==> src/hw/rtl/sbpf_queue.sv <==
// Two-entry request queue between the front and back parts of the path fitter.
// Depends on nothing but its own parameter.
module sbpf_queue #(
   parameter int DATA_W = 8
) (
   input  logic              clock,
   input  logic              reset,
   input  logic              push,
   input  logic [DATA_W-1:0] push_data,
   input  logic              pop,
   output logic [DATA_W-1:0] pop_data,
   output logic              empty,
   output logic              full
);

   logic [DATA_W-1:0] slot_ff [2];
   logic              wr_ptr_ff;
   logic              rd_ptr_ff;
   logic [1:0]        count_ff;
   logic [1:0]        count_in;

   assign empty    = (count_ff == 2'd0);
   assign full     = (count_ff == 2'd2);
   assign pop_data = slot_ff[rd_ptr_ff];

   always_comb begin
      count_in = count_ff;
      if (push && !pop) begin
         count_in = count_ff + 2'd1;
      end else if (pop && !push) begin
         count_in = count_ff - 2'd1;
      end
   end

   always_ff @(posedge clock) begin
      if (reset) begin
         wr_ptr_ff <= 1'b0;
         rd_ptr_ff <= 1'b0;
         count_ff  <= 2'd0;
      end else begin
         if (push) begin
            wr_ptr_ff <= !wr_ptr_ff;
         end
         if (pop) begin
            rd_ptr_ff <= !rd_ptr_ff;
         end
         count_ff <= count_in;
      end
   end

   always_ff @(posedge clock) begin
      if (push) begin
         slot_ff[wr_ptr_ff] <= push_data;
      end
   end

endmodule

==> config.mk <==
export PLATFORM = sky130hd
export DESIGN_NAME = sbpf_queue
export DESIGN_NICKNAME = d
export VERILOG_FILES = /design/src/hw/rtl/sbpf_queue.sv
export SDC_FILE = /design/constraint.sdc
export NUM_CORES = 1
export LEC_CHECK = 0
export ABC_AREA = 1
export BUFFER_PORTS_ARGS = -buffer_cell sky130_fd_sc_hd__buf_2
export CAP_MARGIN = 0
export CORE_MARGIN = 8
export CORE_UTILIZATION = 25
export CTS_CLUSTER_SIZE = 24
export DETAILED_ROUTE_END_ITERATION = 8
export GPL_TIMING_DRIVEN = 0
export PLACE_DENSITY = 0.53
export RECOVER_POWER = 100
export SYNTH_ARGS = -nofsm -noshare
export SYNTH_HDL_FRONTEND = slang
export SYNTH_SLANG_ARGS = --single-unit
==> constraint.sdc <==
create_clock -name clock -period 1.6 [get_ports clock]
set_clock_uncertainty 0.05 [all_clocks]
set_input_delay 0.4 -clock clock [delete_from_list [all_inputs] [get_ports clock]]
set_output_delay 0.4 -clock clock [all_outputs]
set_load 0.005 [all_outputs]
-- Word-level counts from Yosys, hierarchy flattened
Memory sizes are Yosys's and may differ from the RTL's. A register that Yosys moved wholly into a read port is not among the register bits.
Index checks and enable logic that the tools add are counted.
- add/sub/neg operators: 2
- equal/unequal tests: 1
- reductions and logical operators: 8
- multiplexer cells: 6
- operator list (cell ; count):
    logical NOT 1 bit ; 4
    2-to-1 mux 1 bit ; 4
    2-to-1 mux 2 bit ; 2
    adder 2 x 1 -> 2 bit (second input constant) ; 1
    equality test 2 bit (second input constant) ; 1
    logical AND 1 bit ; 2
    logical NOT 2 bit ; 1
    nonzero test 2 bit ; 1
    subtractor 2 x 1 -> 2 bit (second input constant) ; 1
- output and inout port bits: 10
- memories: 1
- flip-flop bits (word level): 4
- word-level logic and storage cells: 21
- bits of input ports: 12
- RAM bits: 16
- memories (memory ; depth ; width ; rd ports ; clocked after Yosys merged registers in ; wr ports ; line ; text):
    slot_ff ; 2 ; 8 ; 1 ; 1 ; 1 ; 16 ; logic [DATA_W-1:0] slot_ff [2];

-- Logic depth before layout (Yosys ltp)
- word-level depth: 4
- depth in mapped cells: 8
- mapped depth without buffers: 8

-- Worst setup path before layout
OpenSTA, ideal clock, no wires.
- path kind: register to output
- from: reg with a tool-made name
- to: out pop_data[0]
- arrival: 802 ps
- buffers on the path: 1
- required time: 1150 ps
- path slack: 348 ps
- stages on the path, launching flop included: 3
- cell sequence: dfxtp_1 -> buf_2 -> mux2_2
- RTL lines (element ; line ; text):
    end: declaration ; 11 ; output logic [DATA_W-1:0] pop_data,

==> impl_summary.txt <==
----------------------------------------------------
[Status]
  Result of the run ... finished with violations
  Violated checks ... negative setup slack

[Worst hold path]
  Hold WC Path Type ... input pin to flip-flop

[STA]
  Minimum clock period after layout ... 1660 ps
  Fin Hold WS ... 233 ps
  Slew at the pin closest to its max-slew limit ... 746 ps
  Post-route clock period utilization ... 104%
  Count of final setup violators ... 8
  Rel. slew slack ... 50.1%
  Unrepaired setup endpoints after global routing ... yes
  Top achievable clock speed ... 0.602 GHz
  Total count of max-transition violations in the final report ... 0
  Fin. Hold Viols ... 0
  Final WS setup ... -61.9 ps

[Clock tree]
  Maximum clock path buffer count ... 2
  Clock-pin transition on the worst setup and hold timing paths ... 110 ps
  CTS tree ... built
  Clock tree sinks ... 21
  H-tree level count ... 1
  Number of clock buffers inserted by TritonCTS ... 3
  Clock latency on the worst-skew pair ... 290 ps
  Number of hold buffers added after CTS ... 0
  Master cell of the clock root buffer ... sky130_fd_sc_hd__clkbuf_4
  Setup repair bufs after CTS ... 0

[Yosys]
  Warnings from Yosys ... 0
  Synth Area per Inst ... 13.9 um^2
  Mapped Nets ... 71
  Number of library cell types mapped by synthesis ... 16
  Seq/Total Area, Yosys ... 72.2%
  Cells after synthesis ... 58
  Synth Cell Area ... 805 um^2
  Post-synthesis register bit count ... 21

[Floorplan]
  Count of standard-cell rows ... 20
  Overall die height ... 72.7 um
  Die area ... 5290 um^2
  Core Region ... 3050 um^2
  Number of placed I/O pins ... 22
  Die W ... 72.7 um
  Initial Util ... 26.4%

[Layout]
  Total number of nets in the final design ... 97
  Fraction of layout cells with a size suffix above 1 ... 36.1%
  Most common cell after layout, fill and taps aside ... sky130_fd_sc_hd__edfxtp_1
  Antenna fix cells ... 0
  Commonest non-fill, non-tap cells in the layout ... sky130_fd_sc_hd__edfxtp_1 (16), sky130_fd_sc_hd__mux2_4 (8), sky130_fd_sc_hd__inv_1 (8), sky130_fd_sc_hd__buf_6 (8)
  Finished layout cell area ... 1070 um^2
  Synthesis-to-finish area growth ... 33.6%

[Worst setup path]
  Critical path data required time ... 1150 ps
  Startpoint Class ... flip-flop
  Data arrival at the endpoint of the critical path ... 1210 ps
  Slowest cell on the critical path ... sky130_fd_sc_hd__dfxtp_2
  Number of buffers and inverters on the critical path ... 2
  Maximum fanout along the worst path ... 8
  Top delay family on crit path ... flip-flops
  Crit end category ... output pin
  Crit Path Category ... flip-flop to output pin
  Cell breakdown of the critical path ... buf_8 > mux2_4 > buf_6
  Max incr delay on CP ... 350 ps

[Job]
  Number of violations of the max-capacitance limit ... 0

[Power and ir drop]
  Overall power ... 1070 uW
  Max IR drop VDD ... 474 uV
  P per Cell Area ... 991 nW/um^2
  Cell leakage power ... 0.000445 uW

[Routing]
  Final routed DRC violation total ... 0
  Average detailed-routed wire length per instance ... 11.4 um
  Vias per inst ... 3.87
  1st-pass router iterations ... 3
  Wire length after detailed routing ... 1440 um
  Via count ... 492
  Post-route antenna net violation count ... 0
  Violation count after the first detailed-route iteration ... 16

[Global route]
  Vias in the first global route ... 486
  Pin count of the biggest net entering global routing ... 13
  Global-route wire length before repair ... 2300 um
  GRT Residual Overflow ... 0
  Total global-route track usage ... 5.83%
  Antenna violations before repair ... 0

[Place]
  Placer Congestion ... 0.672
  Hpwl dp ... 1060 um
  Count of buffers inserted at the top-level ports ... 21
  Placed cell areas ... 965 um^2

----------------------------------------------------
==> power breakdown <==
group          total (uW)  switching, uW  internal, uW
Sequential            639           15.2           624
Combinational         178           75.1           103
Clock                 248            154          93.1
Total                1070            245           820
==> routing by layer <==
layer,global-route usage [%],wire length [um],part of all wire [%]
met4,2.00,14,0.97
met2,8.95,633,44
met5,0,0,0
met3,4.12,135,9.4
met1,6.13,659,46
==> flip-flops by register name, indices dropped and copies added (netlist names), named ones only <==
name       cells
count_ff       2
rd_ptr_ff      1
slot_ff       16
wr_ptr_ff      1
==> synth_stat cells <==
cell	instances	area share, %
sky130_fd_sc_hd__a21oi_1	1	0.62
sky130_fd_sc_hd__buf_2	1	0.62
sky130_fd_sc_hd__dfxtp_1	5	12
sky130_fd_sc_hd__edfxtp_1	16	60
sky130_fd_sc_hd__ha_1	1	1.6
sky130_fd_sc_hd__inv_1	8	3.7
sky130_fd_sc_hd__inv_2	1	0.47
sky130_fd_sc_hd__mux2_2	8	11
sky130_fd_sc_hd__nand2_1	4	1.9
sky130_fd_sc_hd__nand2_2	1	0.78
sky130_fd_sc_hd__nand3_1	1	0.62
sky130_fd_sc_hd__nand4_1	1	0.78
sky130_fd_sc_hd__nor2_1	7	3.3
sky130_fd_sc_hd__nor3_1	1	0.62
sky130_fd_sc_hd__o21ai_0	1	0.62
sky130_fd_sc_hd__xnor2_1	1	1.1
==> area by class of cell <==
| cell class | instances | area [um^2] |
|---|---|---|
| clock inverters | 1 | 5.00 |
| plain buffers | 1 | 15.0 |
| fillers | 319 | 1980 |
| inverters | 9 | 33.8 |
| flip-flops and latches | 21 | 582 |
| clock buffers | 3 | 22.5 |
| well taps | 44 | 55.1 |
| repair buffers | 21 | 146 |
| multi-input cells | 27 | 215 |
==> stage by stage <==
stage          setup TNS (ps)  cells  utilization [%]  worst slack (ps)
3_5_place_dp                0    123             31.6              24.7
6_report                 -472    127             35.2             -61.9
4_1_cts                  -685    127             35.5             -88.7
3_3_place_gp                0    123             31.6              55.1
5_1_grt                  -930    127             35.2              -119
2_1_floorplan               0     58                -               348
==> path summary, 6_finish.rpt <==
path	start	slack, ps	depth (start not counted)	end
worst min register to register	wr_ptr_ff$_SDFFE_PP0P_	470	2	wr_ptr_ff$_SDFFE_PP0P_
worst max-delay path	flip-flop	-60	3	pop_data[0]
worst max register to register	wr_ptr_ff$_SDFFE_PP0P_	270	1	slot_ff[0][2]$_DFFE_PP_
worst min-delay path	push_data[3]	230	1	slot_ff[1][3]$_DFFE_PP_
==> cell families (layout without fill, tap and decap cells) <==
group	count (synthesis)	count (layout)	share of synthesized area [%]
flip-flops	21	21	72.2
AND/OR/NAND/NOR	15	15	7.93
buffers and inverters	10	35	4.82
multiplexers	8	8	11.2
AO/OA/AOI/OAI	2	2	1.24
adder cells (fa/ha/maj)	1	1	1.55
XOR/XNOR	1	1	1.09
==> repair_timing <==
| action | in CTS | in global routing |
|---|---|---|
| endpoints found under the setup margin | 8 | 8 |
| endpoints found under the hold margin | 0 | 0 |
| gates resized for setup | 20 | 0 |
Power figures use the tool's default switching activity.
