### src/hw/rtl/sbpf_pkg.sv
// Shared types and constants for the smooth Bezier path fitter.
// Depends on nothing; every other file but sbpf_queue imports it.
package sbpf_pkg;

   localparam int WIDE_W    = 64;
   localparam int FAC_W     = 30;
   localparam int DEN_W     = 33;
   localparam int DIV_STEPS = WIDE_W + FAC_W;
   localparam int MUL_STEPS = FAC_W;

   localparam logic [DEN_W-1:0] DEN_TWO   = DEN_W'(2) << FAC_W;
   localparam logic [DEN_W-1:0] DEN_THREE = DEN_W'(3) << FAC_W;
   localparam logic [DEN_W-1:0] DEN_FOUR  = DEN_W'(4) << FAC_W;
   localparam logic [DEN_W-1:0] DEN_LAST  = DEN_W'(7) << (FAC_W - 1);
   localparam logic signed [WIDE_W-1:0] FAC_ONE = WIDE_W'(1) << FAC_W;

   typedef enum logic [1:0] {
      CMD_MOVE  = 2'd0,
      CMD_CURVE = 2'd1,
      CMD_LINE  = 2'd2
   } cmd_type;

   typedef struct packed {
      logic store;
      logic emit_move;
      logic flush;
      logic reseed;
      logic corner;
   } entry_ctl_type;

endpackage

### src/hw/rtl/sbpf_front.sv
// Front part of the path fitter: accepts knots, tracks the open run and
// classifies each request into a queue entry. Depends on sbpf_pkg.
module sbpf_front import sbpf_pkg::*; #(
   parameter int MAX_RUN_KNOTS = 64,
   parameter int COORD_WIDTH   = 32
) (
   input  logic                                   clock,
   input  logic                                   reset,
   input  logic                                   start,
   input  logic signed [COORD_WIDTH-1:0]          req_knot_x,
   input  logic signed [COORD_WIDTH-1:0]          req_knot_y,
   input  logic                                   req_is_corner,
   input  logic                                   req_final_knot,
   input  logic                                   queue_full,
   output logic                                   busy,
   output logic                                   push,
   output entry_ctl_type                          push_ctl,
   output logic [$clog2(MAX_RUN_KNOTS)-1:0]       push_idx,
   output logic [$clog2(MAX_RUN_KNOTS)-1:0]       push_spans,
   output logic signed [COORD_WIDTH-1:0]          push_x,
   output logic signed [COORD_WIDTH-1:0]          push_y
);

   localparam int IDX_W = $clog2(MAX_RUN_KNOTS);
   localparam int CNT_W = $clog2(MAX_RUN_KNOTS + 1);
   localparam logic [CNT_W-1:0] CNT_MAX = CNT_W'(MAX_RUN_KNOTS);

   logic [CNT_W-1:0] count_ff;
   logic [CNT_W-1:0] count_in;
   logic             seen_ff;
   logic             seen_in;
   logic [CNT_W-1:0] count_clip;
   logic [CNT_W-1:0] count_next;
   logic             close_run;

   assign busy   = queue_full;
   assign push   = start && !queue_full;
   assign push_x = req_knot_x;
   assign push_y = req_knot_y;

   always_comb begin
      count_clip = (count_ff >= CNT_MAX) ? CNT_MAX - CNT_W'(1) : count_ff;
      count_next = count_clip + CNT_W'(1);
      close_run  = req_is_corner || req_final_knot || (count_next == CNT_MAX);
      push_ctl   = '0;
      push_idx   = '0;
      push_spans = '0;
      count_in   = count_ff;
      seen_in    = seen_ff;
      if (!seen_ff) begin
         push_ctl.store     = 1'b1;
         push_ctl.emit_move = 1'b1;
         count_in           = req_final_knot ? CNT_W'(0) : CNT_W'(1);
         seen_in            = !req_final_knot;
      end else begin
         push_ctl.store = 1'b1;
         push_idx       = count_clip[IDX_W-1:0];
         if (close_run) begin
            push_ctl.flush  = 1'b1;
            push_ctl.reseed = !req_final_knot;
            push_ctl.corner = req_is_corner;
            push_spans      = count_clip[IDX_W-1:0];
            count_in        = req_final_knot ? CNT_W'(0) : CNT_W'(1);
            seen_in         = !req_final_knot;
         end else begin
            count_in = count_next;
         end
      end
   end

   always_ff @(posedge clock) begin
      if (reset) begin
         count_ff <= '0;
         seen_ff  <= 1'b0;
      end else if (push) begin
         count_ff <= count_in;
         seen_ff  <= seen_in;
      end
   end

endmodule

### config.mk
export PLATFORM = sky130hd
export DESIGN_NAME = sbpf_front
export DESIGN_NICKNAME = d
export VERILOG_FILES = /design/src/hw/rtl/sbpf_pkg.sv /design/src/hw/rtl/sbpf_front.sv
export SDC_FILE = /design/constraint.sdc
export NUM_CORES = 1
export LEC_CHECK = 0
export ABC_AREA = 0
export BUFFER_PORTS_ARGS = -buffer_cell sky130_fd_sc_hd__buf_2
export CAP_MARGIN = 25
export CORE_MARGIN = 3
export CORE_UTILIZATION = 27
export CTS_CLUSTER_SIZE = 14
export DETAILED_ROUTE_END_ITERATION = 12
export GPL_ROUTABILITY_DRIVEN = 0
export PLACE_DENSITY = 0.83
export SYNTH_ARGS = -nofsm -noshare
export SYNTH_HDL_FRONTEND = slang
export SYNTH_SLANG_ARGS = --single-unit
### constraint.sdc
create_clock -name clock -period 2 [get_ports clock]
set_input_delay 0.2 -clock clock [delete_from_list [all_inputs] [get_ports clock]]
set_output_delay 0.2 -clock clock [all_outputs]
set_load 0.1 [all_outputs]
; Yosys cells after proc, flatten, opt, wreduce, memory -nomap -nowiden
; Cells that the tools add are included.
[word_totals]
inputBits = 70
wordCells = 22
register_bits = 8
[op_classes]
order_cmp = 1
n_addsub = 1
muxes = 12
n_reduce_logical = 5
n_eq_ne = 1
[ops]
columns = op, count
row1 = $mux W7, 3
row2 = $mux W6, 3
row3 = $add A7 B1 Y7 const B, 1
row4 = $eq A7 B7 Y1 const B, 1
row5 = $ge A7 B7 Y1 const B, 1
row6 = $mux W3, 2
row7 = $mux W1, 4
row8 = $logic_not A1 Y1, 2
row9 = $logic_or A1 B1 Y1, 2
row10 = $logic_and A1 B1 Y1, 1

; Depth between registers and ports, before layout
[logic_depth]
depth_word = 7
depth_mapped = 8

; Worst setup path before layout
; Ideal clock, no wire load.
[synth_timing]
path_type = flip-flop to output port
startpoint = register count_ff[6]
endpoint = output push_spans[2]
path_buffers = 1
required_ps = 1800
setup_slack_ps = -1001
path_stages_with_launch = 9
arrival_time_ps = 2801
cell_sequence = dfxtp_1 clkbuf_1 nor2_1 inv_1 ha_1 nand4_1 o21ai_0 nand2_1 nor2_1
[synth_via]
elab_chain_len = 7
[synth_rtl]
columns = element, line
row1 = "start, declared", sbpf_front.sv:28  ; logic [CNT_W-1:0] count_ff;
row2 = "start signal, assigned", sbpf_front.sv:76  ; count_ff <= count_in;
row3 = $ge A7 B7 Y1, sbpf_front.sv:42  ; count_clip = (count_ff >= CNT_MAX) ? CNT_MAX - CNT_W'(1) : count_ff;
row4 = $mux W7 *, sbpf_front.sv:42
row5 = $add A7 B1 Y7, sbpf_front.sv:43  ; count_next = count_clip + CNT_W'(1);
row6 = $eq A7 B7 Y1, sbpf_front.sv:44  ; close_run = req_is_corner || req_final_knot || (count_next == CNT_MAX);
row7 = $logic_or A1 B1 Y1, sbpf_front.sv:44
row8 = $mux W6 *, sbpf_front.sv:58  ; if (close_run) begin
row9 = $mux W6 *, sbpf_front.sv:50  ; if (!seen_ff) begin
row10 = "end, declared", sbpf_front.sv:19  ; output logic [$clog2(MAX_RUN_KNOTS)-1:0] push_spans,
; Every way passes the cells marked *; elsewhere a longest branch is shown, timed or not.

; Final worst setup path
[layout_timing]
startpoint = register count_ff[6]
endpoint = output push_spans[3]
; The elaborated chain is that of the path after synthesis.

==> impl_metrics.yaml <==
run_status:
  status: "complete, no violations"
power:
  p_leak_nw: 0.433
  power_density_nw_per_um2: 421
  peakVddDrop_v: 0.000155
setup_path:
  crit_required_ns: 1.80
  r2r-end: "count_ff[2]"
  r2r_slack_ns: 0.24
  end_kind: "output pin"
  setup.worst_path.start: "count_ff[6]"
  cpLargestDelayFamily: "simple AND/OR/NAND/NOR gates"
  crit_path_max_fanout: 8
  slowest_stage: "dfxtp_4"
  r2r-start: "count_ff[1]"
  start_kind: "flip-flop"
  rr_worst_depth: 9
  arrival_ns: 1.78
  critPathKind: "flip-flop to output pin"
  critPathBufInv: 2
  crit_path_frequent_cell: "nor2_4"
  cp_cell_sequence: "nor2_4 > inv_2 > ha_4 > nand4_1 > o21ai_2 > nand2_4 > nor2_4 > buf_12"
  slowest_delay_ns: 0.37
sta:
  holdWs_ns: 0.262
  fmax_ghz: 0.505
  final-max-slew-violation-count: 0
  hold_viol_final: 0
  finalCritPeriodShare_pct: 99.1
  rsz0062_at_grt: "true"
  fin_crit_ns: 1.98
  setup_slack_ns: 0.0184
  finalSetupViolations: 0
  tns_ns: 0
  finClkSkew_ns: 0.000402
drt:
  antenna_left: 0
  routed-via-count: 776
  drt_iter0_drc: 24
  drt-total-wl_um: 2240
  wl_per_cell_um: 13.8
  drc: 0
  dr.pass1.iters: 4
  via_per_inst: 4.79
cells_and_area:
  drive_above_1_share_pct: 57.0
  syn_to_final_growth_pct: 1.87
  fillerInstances: 395
  postLayoutCellArea_um2: 1090
  stdcell_count: 162
  nNetsFinal: 187
  n_antenna_cell: 0
min_path:
  holdCritPathClass: "primary input to flip-flop"
  whs_endpoint: "count_ff[0]"
  min_path_cells: 2
  hold_start: "reset"
yosys:
  ys_ff_latch: 8
  yosysWarningCount: 0
  syn_nets: 218
  syn_area_um2: 1070
  seq_area_frac_synth_pct: 15.0
  syn_area_per_cell_um2: 7.27
  syn_inst: 147
  yosys.cell_types.count: 32
clock_network:
  cts_root_buffer: "clkbuf_8"
  htree_num_levels: 1
  cts_sinks: 8
  cts_tree: "built"
  cts_buffer_depth: 2
  clkTransAtPathRegs_ns: 0.04
  clkLatencyLatePin_ns: 0.23
  cts_made_buffers: 3
place:
  place_area_um2: 977
  dpl.cell_count: 151
  pre_cts_slack_ns: 0.0737
  io_buffers: 23
  dp_hpwl_um: 1740
floorplanning:
  start_util_pct: 28.5
  dieHeight_um: 68.9
  ios: 153
  num_rows: 22
  design.core.area_um2: 3740
  die_w_um: 68.9
  fp.dieArea_um2: 4750
global_route:
  grt_max_degree: 11
  track_usage_pct: 9.33
  grt-ovfl-total: 0
  antenna_found_initial: 0
  grt_pass1_vias: 728
  grt_pass1_wl_um: 3280
flow_run:
  cap_violations: 0
[flip-flops by register name, summed over array words and instances (netlist names)]
register and cells:
count_ff 7, seen_ff 1
[final cells by class]
type / count / area, um^2 / share of cell area, %
Clock buffer: 3 / 41.3 / 3.79
Inverter: 6 / 26.3 / 2.41
Tap cell: 48 / 60.1 / 5.52
Multi-Input combinational cell: 64 / 479 / 44.0
Timing Repair Buffer: 33 / 310 / 28.5
Sequential cell: 8 / 171 / 15.7
[worst register-to-register path, cell delays in order (launching register included)]
cell and delay [ns]:
dfxtp_4 0.35, nor2_4 0.11, inv_2 0.05, ha_4 0.17, a211oi_4 0.22, buf_4 0.14
buf_4 0.10, o211ai_2 0.16, nor4_1 0.26, a221o_1 0.14
[Yosys cell counts]
master	number	area share, %
a2bb2oi_1	1	0.82
a221o_1	1	0.94
clkbuf_8	1	1.3
nand3_1	2	0.94
or3b_1	1	0.82
ha_1	1	1.2
and2b_2	2	1.6
clkbuf_1	1	0.35
o2111ai_1	1	0.82
o2bb2ai_1	1	0.82
and2_1	2	1.2
and3_1	1	0.59
nand2b_1	1	0.59
a211oi_1	1	0.70
conb_1	1	0.35
a21o_1	1	0.70
a32o_1	1	0.94
a21oi_1	4	1.9
nand4_1	3	1.8
a31oi_1	1	0.59
a211oi_2	1	1.2
mux2i_1	1	0.94
nor2_2	1	0.59
o41ai_1	1	0.82
nand2_1	3	1.1
o211ai_2	1	1.2
buf_4	67	47
o21ai_0	4	1.9
nor4_1	1	0.59
nor2_1	25	8.8
dfxtp_1	8	15
inv_1	6	2.1
[layout by cell type, fill, tap and decap left out, drive strengths merged, types with 3 or more instances in the layout]
| cell | instances |
|---|---|
| nor2 | 26 |
| dfxtp | 8 |
| clkbuf | 3 |
| nand2 | 3 |
| buf | 33 |
| a21oi | 4 |
| inv | 5 |
| nand4 | 3 |
| o21ai | 4 |
[power breakdown]
| part | switching [mW] | internal, mW |
|---|---|---|
| clock | 0.0625 | 0.130 |
| combinational | 0.0785 | 0.0256 |
| sequential | 0.00299 | 0.159 |
[per-layer routing]
| metal | share of wire [%] | routed length [um] | GRT usage [%] |
|---|---|---|---|
| met1 | 33 | 741 | 9.31 |
| met4 | 6.8 | 152 | 9.73 |
| met5 | 0 | 0 | 0 |
| met3 | 15 | 325 | 4.21 |
| met2 | 46 | 1020 | 13.8 |
[metrics by stage]
step	total power, mW	util, %
3_3_place_gp	0.265	26.1
5_1_grt	0.478	29.1
2_1_floorplan	0.852	-
6_report	0.459	29.1
3_5_place_dp	0.266	26.1
4_1_cts	0.462	28.1
[cells by family (layout without fill, tap and decap cells)]
| kind of cell | after synthesis | after routing | share of synthesized area [%] |
|---|---|---|---|
| AND/OR/NAND/NOR | 42 | 42 | 18.5 |
| multiplexers | 1 | 1 | 0.937 |
| flip-flops | 8 | 8 | 15.0 |
| other | 1 | 1 | 0.351 |
| adder cells (fa/ha/maj) | 1 | 1 | 1.17 |
| AO/OA/AOI/OAI | 19 | 19 | 13.2 |
| buffers and inverters | 75 | 42 | 50.8 |
[what timing repair did]
item / 4_1_cts / 5_1_grt
hold endpoints to repair: 0 / 0
pin swaps: 6 / 6
hold buffers: 0 / 0
endpoints found under the setup margin: 8 / 8
buffers inserted: 4 / 4
resized for setup: 3 / 2
cloned: 0 / 0
[worst max-delay path by stage]
stage	endpoint	slack (ns)	cells after the start
2_1_floorplan	push_idx[0]	-0.13	2
3_3_place_gp	push_ctl[2]	0.14	8
3_5_place_dp	push_ctl[2]	0.07	8
4_1_cts	push_ctl[2]	-0.04	8
5_1_grt	push_spans[3]	-0.06	8
6_report	push_spans[3]	0.02	8
No activity file was read; power rests on OpenSTA's default activity.
